[config.mk]
export PLATFORM = sky130hd
export DESIGN_NAME = ple_cell
export DESIGN_NICKNAME = d
export VERILOG_FILES = /design/src/design/ple_pkg.sv /design/src/design/ple_cell.sv
export SDC_FILE = /design/constraint.sdc
export NUM_CORES = 1
export LEC_CHECK = 0
export BUFFER_PORTS_ARGS = -buffer_cell sky130_fd_sc_hd__clkbuf_2
export CORE_ASPECT_RATIO = 1.2
export CORE_MARGIN = 2
export CORE_UTILIZATION = 41
export CTS_BUF_LIST = sky130_fd_sc_hd__clkbuf_8
export DETAILED_ROUTE_END_ITERATION = 8
export PLACE_DENSITY = 0.82
export SYNTH_ARGS = -nofsm -noshare
export SYNTH_HDL_FRONTEND = slang
export SYNTH_SLANG_ARGS = --single-unit
[constraint.sdc]
create_clock -name clk -period 3.6 [get_ports clk]
set_clock_uncertainty 0.2 [all_clocks]
set_input_delay 0.72 -clock clk [delete_from_list [all_inputs] [get_ports clk]]
set_output_delay 0.72 -clock clk [all_outputs]
set_load 0.01 [all_outputs]
[src/design/ple_pkg.sv]
// ----------------------------------------------------------------------------
// ple_pkg: shared types and codes for the positional list engine
// Command codes, status codes and the control group sent to every cell.
// ----------------------------------------------------------------------------
package ple_pkg;

    localparam int DATA_W = 32;
    localparam int CMD_W  = 3;
    localparam int POS_W  = 7;
    localparam int CNT_W  = 7;
    localparam int ST_W   = 2;

    localparam logic [CMD_W-1:0] CMD_APPEND = 3'd0;
    localparam logic [CMD_W-1:0] CMD_POP    = 3'd1;
    localparam logic [CMD_W-1:0] CMD_INSERT = 3'd2;
    localparam logic [CMD_W-1:0] CMD_ERASE  = 3'd3;
    localparam logic [CMD_W-1:0] CMD_READ   = 3'd4;
    localparam logic [CMD_W-1:0] CMD_WRITE  = 3'd5;
    localparam logic [CMD_W-1:0] CMD_CLEAR  = 3'd6;

    localparam logic [ST_W-1:0] ST_OK    = 2'd0;
    localparam logic [ST_W-1:0] ST_FULL  = 2'd1;
    localparam logic [ST_W-1:0] ST_RANGE = 2'd2;
    localparam logic [ST_W-1:0] ST_EMPTY = 2'd3;

    typedef struct packed {
        logic ins;
        logic ers;
        logic wr;
        logic rd;
    } cell_ctl_t;

endpackage

[src/design/ple_cell.sv]
// ----------------------------------------------------------------------------
// ple_cell: one storage cell of the list
// Holds one element; loads the new value, its lower neighbor on insert or
// its upper neighbor on erase, and drives its value on a read hit.
// ----------------------------------------------------------------------------
module ple_cell #(
    parameter int IDX = 0,
    parameter int PW  = 7
) (
    input  logic                             clk,
    input  ple_pkg::cell_ctl_t               ctl,
    input  logic [PW-1:0]                    tgt,
    input  logic [ple_pkg::DATA_W-1:0]       wdata,
    input  logic [ple_pkg::DATA_W-1:0]       lower,
    input  logic [ple_pkg::DATA_W-1:0]       upper,
    output logic [ple_pkg::DATA_W-1:0]       data,
    output logic [ple_pkg::DATA_W-1:0]       tap
);

    localparam logic [PW-1:0] MY_IDX = PW'(IDX);

    logic [ple_pkg::DATA_W-1:0] data_reg;
    logic [ple_pkg::DATA_W-1:0] data_next;
    logic                       hit;
    logic                       above;

    assign hit   = (MY_IDX == tgt);
    assign above = (MY_IDX > tgt);

    always_comb
    begin
        data_next = data_reg;
        if (ctl.ins)
        begin
            if (hit)
                data_next = wdata;
            else if (above)
                data_next = lower;
        end
        else if (ctl.ers)
        begin
            if (hit || above)
                data_next = upper;
        end
        else if (ctl.wr && hit)
        begin
            data_next = wdata;
        end
    end

    always_ff @(posedge clk)
    begin
        data_reg <= data_next;
    end

    assign data = data_reg;
    assign tap  = (ctl.rd && hit) ? data_reg : '0;

endmodule

==> results.md <==
* Initial DRC Count at 227
* Setup TNS Final at 0 ns
* CP arrival at 2.21 ns
* ANT cells at 0
* Mapped Cells at 234
* Worst endpoint required time at 2.68 ns
* Post-DRT Antenna Nets at 0
* Post-route insts no fill at 450
* Root buf cell: clkbuf_8
* Hold wc startpoint: upper[20]
* # placed instances at 442
* Core Box Area at 0.005298 mm2
* Layout cells sized above 1 at 49.23%
* CTS Sinks at 32
* Antenna violations before repair at 0
* Final HPWL from detailed placement at 5440 um
* Routed len/inst at 16.59 um
* TritonCTS clock tree: yes
* Slew @ Worst Pin at 0.4364 ns
* Max-cap check violation count at 0
* Fmax at 319.4 MHz
* Max FO, Critical Path at 33
* Rows at 29
* Cts hold-fix bufs at 0
* Final hold violations at 0
* Cell Pwr Density at 288.0 mW/mm2
* Die Span X at 71.66 um
* Max-slew violation count at 0
* Syn. warnings at 0
* Crit path from: tgt[2]
* Clock transition at path regs at 0.07 ns
* Metal3 WL at 606 um
* FF+latch count, synth at 32
* Met2 wire length at 3855 um
* Hold Path Class: input port to register
* Critical Path Start Type: input port
* Fin util at 60.37%
* Residual overflow from global routing at 0
* CTS buffer count at 5
* Tcrit/Tclk final at 86.96%
* All-Layer GR Usage at 24.12%
* Largest net degree at the start of global routing at 49
* Via count at 2,680
* DR DRC count at 0
* Final min period at 3.131 ns
* Synth Cell Area at 0.002252 mm2
* Routed WL at 7465 um
* Kind of critical path: input port to output pin
* Max reg flops at 32
* Filler cells at 462
* Total iterations of the first detailed-routing run at 4
* Vias in the first global route at 2,417
* H-tree depth reported by CTS at 2
* Max clock buf depth at 2
* Register area share after synthesis at 42.67%
* Count of input and output buffers at 171
* Worst setup EP type: output pin
* DRT met1 WL at 2917 um
* Area grow syn2layout at 42.00%
* Unrepaired setup endpoints after global routing: no
* # setup viols final at 0
* Top Layer Used: met4
* Post-CTS resize count at 0
* Status: completed
* Commonest non-fill, non-tap cell in the layout: clkbuf_2
* Synth unique cells at 17
* Final Wtd Congestion at 0.8528
* Reg area at 960.9 um2
* Max_slew headroom at 70.91%
* LEAKAGE at 1.545 nW
* Average size of a mapped cell at 9.625 um2
* Synthesized Nets at 342
* Area taken by multi-input logic gates at 0.001130 mm2
* Die Span Y at 85.19 um
* Die area at 0.006104 mm2
* Worst vdd ir at 0.1491 mV
* Post-CTS Setup Inserts at 0
* Top-Level Pins at 172
* First-pass GRT wire length at 11,580 um
* Nets at 495
* Via density at 5.956
* Initial Util at 42.51%
[per-stage QoR]
step / area, um2 / setup slack (ns) / power [mW] / hold WS [ns]
2_1_floorplan: 2252 / 0.4852 / 0.5086 / 0.7279
3_3_place_gp: 3092 / 0.5272 / 0.5928 / 0.8174
4_1_cts: 3198 / 0.4907 / 0.9254 / 0.5267
5_1_grt: 3198 / 0.3840 / 0.9586 / 0.5438
6_report: 3198 / 0.4694 / 0.9211 / 0.5316
3_5_place_dp: 3092 / 0.4890 / 0.5966 / 0.8209
[critical path, cell delays in order]
cell and delay [ns]:
clkbuf_2 0.10, or4_1 0.64, nor2_8 0.38, and3_1 0.22, clkbuf_2 0.14
[worst paths after layout]
| check | end | slack, ns | depth (start not counted) |
|---|---|---|---|
| setup / recovery | tap[10] | 0.47 | 5 |
| hold / removal | data[20]$_DFFE_PP_ | 0.53 | 3 |
[kinds of logic (layout without fill, tap and decap cells)]
kind of cell / Yosys count / count (layout) / share of synthesized area [%]
flip-flops: 32 / 32 / 42.67
buffers and inverters: 34 / 188 / 8.000
AND/OR/NAND/NOR: 103 / 103 / 27.61
AO/OA/AOI/OAI: 65 / 65 / 21.72
[Yosys cell counts]
master	n	area share [%]
o31a_1	1	0.39
buf_1	1	0.17
nor3_1	1	0.22
edfxtp_1	32	43
and3_1	32	8.9
or3_1	1	0.28
nor2_1	1	0.17
nand4_1	32	8.9
a22oi_1	32	11
buf_6	7	3.5
nor4_2	1	0.56
clkbuf_1	26	4.3
nand3_1	32	7.1
o211ai_1	32	11
or4_1	1	0.33
nor2b_1	1	0.28
nor2_8	1	0.89
[report_power, final]
group / total, mW / leakage [nW] / internal [mW] / switching (mW)
registers: 0.418 / 0.276 / 0.417 / 0.00120
logic: 0.172 / 1.22 / 0.0782 / 0.0933
clock network: 0.331 / 0.0532 / 0.201 / 0.130
[cell type report]
| cell class | count | area share (%) |
|---|---|---|
| flip-flops and latches | 32 | 30.05 |
| well taps | 62 | 2.426 |
| repair buffers | 180 | 28.87 |
| clock inverters | 3 | 1.174 |
| multi-input cells | 168 | 35.33 |
| clock buffers | 5 | 2.152 |
[metal layers]
metal	vias to the layer above	global-route usage, %
met3	8	4.157
met2	156	42.00
li1	1274	-
met4	0	8.919
met5	-	0
met1	1242	29.60
Note: power is estimated with default switching activity, not from simulation.
