**src/design/ple_pkg.sv**
```systemverilog
// ----------------------------------------------------------------------------
// ple_pkg: shared types and codes for the positional list engine
// Command codes, status codes and the control group sent to every cell.
// ----------------------------------------------------------------------------
package ple_pkg;

    localparam int DATA_W = 32;
    localparam int CMD_W  = 3;
    localparam int POS_W  = 7;
    localparam int CNT_W  = 7;
    localparam int ST_W   = 2;

    localparam logic [CMD_W-1:0] CMD_APPEND = 3'd0;
    localparam logic [CMD_W-1:0] CMD_POP    = 3'd1;
    localparam logic [CMD_W-1:0] CMD_INSERT = 3'd2;
    localparam logic [CMD_W-1:0] CMD_ERASE  = 3'd3;
    localparam logic [CMD_W-1:0] CMD_READ   = 3'd4;
    localparam logic [CMD_W-1:0] CMD_WRITE  = 3'd5;
    localparam logic [CMD_W-1:0] CMD_CLEAR  = 3'd6;

    localparam logic [ST_W-1:0] ST_OK    = 2'd0;
    localparam logic [ST_W-1:0] ST_FULL  = 2'd1;
    localparam logic [ST_W-1:0] ST_RANGE = 2'd2;
    localparam logic [ST_W-1:0] ST_EMPTY = 2'd3;

    typedef struct packed {
        logic ins;
        logic ers;
        logic wr;
        logic rd;
    } cell_ctl_t;

endpackage

```
**src/design/ple_ctrl.sv**
```systemverilog
// ----------------------------------------------------------------------------
// ple_ctrl: command decode and element count
// Checks each command against the count, sets status and the cell controls,
// and updates the count on an accepted item.
// ----------------------------------------------------------------------------
module ple_ctrl #(
    parameter int CAPACITY = 64,
    parameter int PW       = 7
) (
    input  logic                         clk,
    input  logic                         rst_n,
    input  logic                         accept,
    input  logic [ple_pkg::CMD_W-1:0]    command,
    input  logic [ple_pkg::POS_W-1:0]    position,
    output ple_pkg::cell_ctl_t           ctl,
    output logic [PW-1:0]                tgt,
    output logic [ple_pkg::CNT_W-1:0]    count_after,
    output logic [ple_pkg::ST_W-1:0]     status
);

    localparam logic [PW-1:0] CAP = PW'(CAPACITY);

    logic [PW-1:0]      count_reg;
    logic [PW-1:0]      count_next;
    logic [PW-1:0]      pos;
    ple_pkg::cell_ctl_t op;

    assign pos = PW'(position);

    always_comb
    begin
        op         = '0;
        count_next = count_reg;
        status     = ple_pkg::ST_OK;
        tgt        = pos;
        case (command)
            ple_pkg::CMD_APPEND:
            begin
                tgt = count_reg;
                if (count_reg >= CAP)
                    status = ple_pkg::ST_FULL;
                else
                begin
                    op.wr      = 1'b1;
                    count_next = count_reg + PW'(1);
                end
            end
            ple_pkg::CMD_POP:
            begin
                if (count_reg == '0)
                    status = ple_pkg::ST_EMPTY;
                else
                    count_next = count_reg - PW'(1);
            end
            ple_pkg::CMD_INSERT:
            begin
                if (pos > count_reg)
                    status = ple_pkg::ST_RANGE;
                else if (count_reg >= CAP)
                    status = ple_pkg::ST_FULL;
                else
                begin
                    op.ins     = 1'b1;
                    count_next = count_reg + PW'(1);
                end
            end
            ple_pkg::CMD_ERASE:
            begin
                if (count_reg == '0)
                    status = ple_pkg::ST_EMPTY;
                else if (pos >= count_reg)
                    status = ple_pkg::ST_RANGE;
                else
                begin
                    op.ers     = 1'b1;
                    count_next = count_reg - PW'(1);
                end
            end
            ple_pkg::CMD_READ:
            begin
                if (pos >= count_reg)
                    status = ple_pkg::ST_RANGE;
                else
                    op.rd = 1'b1;
            end
            ple_pkg::CMD_WRITE:
            begin
                if (pos >= count_reg)
                    status = ple_pkg::ST_RANGE;
                else
                    op.wr = 1'b1;
            end
            ple_pkg::CMD_CLEAR:
            begin
                count_next = '0;
            end
            default:
            begin
                count_next = count_reg;
            end
        endcase
    end

    always_ff @(posedge clk or negedge rst_n)
    begin
        if (!rst_n)
            count_reg <= '0;
        else if (accept)
            count_reg <= count_next;
    end

    assign ctl         = accept ? op : '0;
    assign count_after = count_next[ple_pkg::CNT_W-1:0];

endmodule

```
**config.mk**
```make
export PLATFORM = sky130hd
export DESIGN_NAME = ple_ctrl
export DESIGN_NICKNAME = d
export VERILOG_FILES = /design/src/design/ple_pkg.sv /design/src/design/ple_ctrl.sv
export SDC_FILE = /design/constraint.sdc
export NUM_CORES = 1
export LEC_CHECK = 0
export BUFFER_PORTS_ARGS = -buffer_cell sky130_fd_sc_hd__buf_2
export CORE_MARGIN = 2
export CORE_UTILIZATION = 35
export DETAILED_ROUTE_END_ITERATION = 16
export SYNTH_ARGS = -nofsm -noshare
export SYNTH_HDL_FRONTEND = slang
export SYNTH_SLANG_ARGS = --single-unit
```
**constraint.sdc**
```tcl
create_clock -name clk -period 3.47 [get_ports clk]
set_clock_uncertainty 0.05 [all_clocks]
set_input_delay 0.347 -clock clk [delete_from_list [all_inputs] [get_ports clk]]
set_output_delay 0.347 -clock clk [all_outputs]
set_load 0.03 [all_outputs]
```
==> results.toml, run 1 <==
[min_path]
min_path_cells = 2
hold_path.class = "in -> reg"
hp-start = "accept"

[setup_path]
cp.required_ns = 3.07
path_max_fanout = 12
rr_startpoint = "count_reg[6]$_DFFE_PN0P_"
start_kind = "flop"
crit_type = "reg -> out"
startpoint = "count_reg[6]$_DFFE_PN0P_"
end_kind = "primary output"
arrival_ns = 2.82
rr_worst_depth = 8

[global_route]
first_global_vias = 1292
grt_first_pass_wirelength_um = 6470
antenna_found_initial = 0
grt_max_degree = 14
grtUsageTotal = 0.199
overflow = 0

[yosys]
synthMuxAreaShare = 0.0683
ys_types = 53
netlist_area_mm2 = 0.00130
synth_xor_area_frac = 0.0135
synth_fa_ha_area_frac = 0.0962
synth-simple-area-share = 0.286
synth_ff_type = "dfrtp_1"
yosys_register_bits = 7
yosys.area.top_type = "dfrtp_1"
synthesis.nets = 201
synth.area.top_cells = "dfrtp_1 (13%), ha_1 (9.6%), mux2_2 (6.1%)"
synth_area_per_cell_um2 = 7.31
async_flop_share = 1.00
ys_seq_area_frac = 0.135
yosys.area.top_type_share = 0.135
synth-edff-count = 0
synth_compound_area_frac = 0.329
syn_inst = 178
synth_top_family_by_area = "compound AO/OA/AOI/OAI gates"
ys_warn_count = 0

[clock_tree]
cts_resized = 0
htreeDepth = 1
clkSinkCount = 7
cts_tree = "done"
insertion_delay_ns = 0.23
clk_path_buf_depth = 2
clk_pin_slew_worst_paths_ns = 0.04
cts_root_buf = "clkbuf_8"
numCtsBuffers = 3

[power]
powerDensity_mw_per_mm2 = 763
net-switching-power_w = 0.000669
p_seq_frac = 0.141
leakagePower_nw = 0.703
clkPwrFrac = 0.096
p_sw_frac = 0.557
p_comb_frac = 0.763
internal-power_w = 0.000531
vdd.ir_drop.worst_v = 0.000362

[cells_and_area]
drive_above_1_share = 0.277
final_common_cell = "buf_2"
area_delta_synth_final_pct = 20.8
fin_cells = 261
largest_register_ffs = 7
final_cell_mix = "buf_2 (32), nand2_1 (20), inv_1 (13), nor2_1 (13), a21oi_1 (12)"
diodes = 0
final_nets = 237

[detailed_routing]
drc_errors = 0
routedWlPerCell_um = 15.9
dr_total_vias = 1510
drt-initial-drc-count = 108
first_pass_iters = 5
antenna_left = 0
drt_wl_total_um = 4160
viasPerCell = 5.79

[timing]
slew_viol_final = 0
finalSetupViolCount = 0
post-route-min-period_ns = 3.21
grt_setup_unrepaired = "false"
max-slew-margin-rel = 0.619
tightest_slew_ns = 0.567
fmax_mhz = 311
period_share = 0.926
hold_viol_final = 0
setup_tns_ns = 0

[floorplan]
die_x_um = 65.0
placementRows = 22
dieArea_mm2 = 0.00422
core-area_mm2 = 0.00361
ios = 33
start_util = 0.361
die_h_um = 65.0

[placement]
io_buffers = 32
dp.cells = 256
gp_congestion = 0.923
dpl.hpwl_um = 3260

[job]
maxCapViolCount = 0

[run_status]
status = "finished clean"
-- power groups by stage --
stage | sequential (W) | combinational (W) | clock [W]
after floorplan | 0.000145 | 0.000695 | 0
after global placement | 0.000168 | 0.000908 | 0
after detailed placement | 0.000170 | 0.000902 | 0
after CTS | 0.000169 | 0.000907 | 0.000117
after global routing | 0.000174 | 0.000989 | 0.000122
final | 0.000170 | 0.000915 | 0.000115
-- per-stage QoR --
step | worst slack (ns) | hold WS, ns | total power [W] | area [µm²] | utilization
after floorplan | 0.687 | 0.00141 | 0.000840 | 1300 | -
after global routing | 0.0848 | 0.428 | 0.00129 | 1570 | 0.436
final | 0.256 | 0.395 | 0.00120 | 1570 | 0.436
after global placement | 0.603 | 0.143 | 0.00108 | 1520 | 0.421
after CTS | 0.301 | 0.389 | 0.00119 | 1570 | 0.436
after detailed placement | 0.542 | 0.145 | 0.00107 | 1520 | 0.421
-- metal layers --
metal / global-route usage / routed length [µm] / share of wire
met5: 0 / 0 / 0
met4: 0.0691 / 74 / 0.018
met3: 0.0330 / 242 / 0.058
met2: 0.317 / 1970 / 0.47
met1: 0.271 / 1870 / 0.45
-- worst paths after layout --
path | to | slack (ns)
max in group asynchronous | count_reg[6]$_DFFE_PN0P_ | 2.77
min | count_reg[6]$_DFFE_PN0P_ | 0.40
max reg2reg | count_reg[3]$_DFFE_PN0P_ | 0.84
max | count_after[2] | 0.26
min reg2reg | count_reg[2]$_DFFE_PN0P_ | 0.52
min in group asynchronous | count_reg[3]$_DFFE_PN0P_ | 0.44
-- synthesized netlist by cell type, drive strengths merged, types with 4 or more instances --
cell,count
mux2,7
o211ai,5
a21oi,12
inv,14
dfrtp,7
nor2,16
nand4,5
nand3,10
buf,6
nor3,4
nand2,20
o21ai,14
a31oi,5
ha,10
-- cell type report --
| type | instances | area [µm²] |
|---|---|---|
| fillers | 400 | 2030 |
| inverters | 14 | 52.6 |
| repair buffers | 38 | 208 |
| clock buffers | 4 | 45.0 |
| well taps | 48 | 60.1 |
| multi-input cells | 150 | 1030 |
| flip-flops and latches | 7 | 175 |
-- critical path, stage by stage (launching register included) --
cell,delay (ns)
dfrtp_1,0.55
inv_1,0.20
ha_1,0.36
a21oi_1,0.14
o21ai_1,0.13
o21bai_2,0.32
a2111oi_2,0.49
o21ai_0,0.12
nand2_1,0.08
buf_2,0.19
-- what timing repair did --
action,CTS,global route
hold endpoints to repair,7,0
hold buffers,1,0
setup buffers,0,0
-- logic make-up after synthesis --
| logic type | after synthesis |
|---|---|
| simple gates | 69 |
| compound gates | 61 |
| buf+inv | 21 |
| fa+ha+maj | 10 |
| mux | 8 |
| flops | 7 |
| xor+xnor | 2 |
Note: power is estimated with default switching activity, not from simulation.
==> run 2: changes to the inputs <==
- CTS_BUF_LIST: not set -> sky130_fd_sc_hd__clkbuf_8
- HOLD_SLACK_MARGIN: not set -> 0.06
- clock period: 3.47 -> 3.8 ns (I/O delays scaled with it)
==> results.toml, run 2 (synthesis gave the netlist of run 1 again) <==
[detailed_routing]
drt_wl_total_um = 3790
first_pass_iters = 4
antenna_left = 0
drt-initial-drc-count = 123
drc_errors = 0
dr_total_vias = 1463
routedWlPerCell_um = 14.7
viasPerCell = 5.69

[timing]
tightest_slew_ns = 0.632
grt_setup_unrepaired = "false"
finalSetupViolCount = 0
post-route-min-period_ns = 3.31
period_share = 0.871
timing.final.ws_setup_ns = 0.491
slew_viol_final = 0
setup_tns_ns = 0
max-slew-margin-rel = 0.578
fmax_mhz = 302
hold_viol_final = 0

[floorplan]
die_x_um = 65.0
core-area_mm2 = 0.00361
placementRows = 22
start_util = 0.361
dieArea_mm2 = 0.00422
die_h_um = 65.0
ios = 33

[power]
leakagePower_nw = 0.687
internal-power_w = 0.000459
net-switching-power_w = 0.000587
p_seq_frac = 0.171
clkPwrFrac = 0.096
p_sw_frac = 0.561
p_comb_frac = 0.733
powerDensity_mw_per_mm2 = 679
vdd.ir_drop.worst_v = 0.000329

[cells_and_area]
area_delta_synth_final_pct = 18.5
final_cell_mix = "buf_2 (32), nand2_1 (20), inv_1 (14)"
final_area_mm2 = 0.00154
diodes = 0
final_util = 0.427
final_common_cell = "buf_2"
largest_register_ffs = 7
fillCellCount = 400
final_nets = 233
drive_above_1_share = 0.263

[min_path]
hp-start = "accept"
hold_path.class = "in -> reg"
hold_path_end = "count_reg[6]$_DFFE_PN0P_"
min_path_cells = 2

[setup_path]
cp.required_ns = 3.37
arrival_ns = 2.88
path_max_fanout = 12
timing.rr.end = "count_reg[2]$_DFFE_PN0P_"
crit_type = "reg -> out"
rr_worst_depth = 8
end_kind = "primary output"
r2r_slack_ns = 1.11
start_kind = "flop"
rr_startpoint = "count_reg[6]$_DFFE_PN0P_"

[placement]
dpl_cell_area_mm2 = 0.00149
io_buffers = 32
gp_congestion = 0.914
place_ws_ns = 0.788
dpl.hpwl_um = 3030

[clock_tree]
insertion_delay_ns = 0.22
clk_pin_slew_worst_paths_ns = 0.04
cts_tree = "done"
cts_resized = 0
cts_root_buf = "clkbuf_8"
numCtsBuffers = 3
clk_path_buf_depth = 2
clkSinkCount = 7
htreeDepth = 1

[job]
maxCapViolCount = 0

[global_route]
overflow = 0
grt_first_pass_wirelength_um = 6030
grtUsageTotal = 0.187
first_global_vias = 1209
grt_max_degree = 14
antenna_found_initial = 0

[run_status]
status = "finished clean"
## run 2: metrics by stage
| step | total power (W) | hold slack (ns) | cells |
|---|---|---|---|
| CTS | 0.00105 | 0.421 | 257 |
| finish | 0.00105 | 0.425 | 257 |
| global route | 0.00114 | 0.440 | 257 |
| global placement | 0.000949 | 0.171 | 252 |
| detailed placement | 0.000942 | 0.172 | 252 |
| floorplan | 0.000767 | 0.0344 | 178 |
## run 2: repair_timing
item / CTS / global route
buffers inserted: 0 / 0
hold buffers: 1 / 0
endpoints found under the hold margin: 7 / 0
## run 2: area by class of cell
class	instances	area, µm²	area share
multi-input cells	150	1030	0.669
repair buffers	34	178	0.115
flip-flops and latches	7	175	0.114
well taps	48	60.1	0.0390
inverters	14	52.6	0.0341
clock buffers	3	41.3	0.0268
clock inverters	1	3.75	0.00244
## run 2: worst max path at each step
stage | slack, ns | start | endpoint | cells after the start
after floorplan | 0.98 | count_reg[2]$_DFFE_PN0P_ | ctl[3] | 7
after detailed placement | 0.79 | count_reg[6]$_DFFE_PN0P_ | count_after[5] | 9
final | 0.49 | count_reg[6]$_DFFE_PN0P_ | count_after[4] | 9
after global placement | 0.76 | count_reg[6]$_DFFE_PN0P_ | count_after[4] | 9
after global routing | 0.27 | count_reg[6]$_DFFE_PN0P_ | count_after[4] | 9
after CTS | 0.53 | count_reg[6]$_DFFE_PN0P_ | count_after[2] | 9
## run 2: layer usage
layer,global-route usage,share of wire
met5,0,0
met4,0.0372,0.0092
met3,0.0330,0.062
met2,0.290,0.45
met1,0.271,0.48
## run 2: worst max-delay path, cell delays in order, from the launching register on
cell      delay (ns)
dfrtp_1         0.57
inv_1           0.21
ha_1            0.36
a21oi_1         0.14
o21ai_1         0.13
o21bai_1        0.54
a41oi_1         0.23
o21ai_0         0.20
nand3_1         0.09
buf_2           0.18
## run 2: power by group through the flow
stage	clock (W)	sequential [W]	combinational (W)
floorplan	0	0.000133	0.000634
detailed placement	0	0.000181	0.000761
finish	0.000100	0.000179	0.000767
CTS	0.000102	0.000180	0.000765
global placement	0	0.000179	0.000770
global route	0.000108	0.000189	0.000847
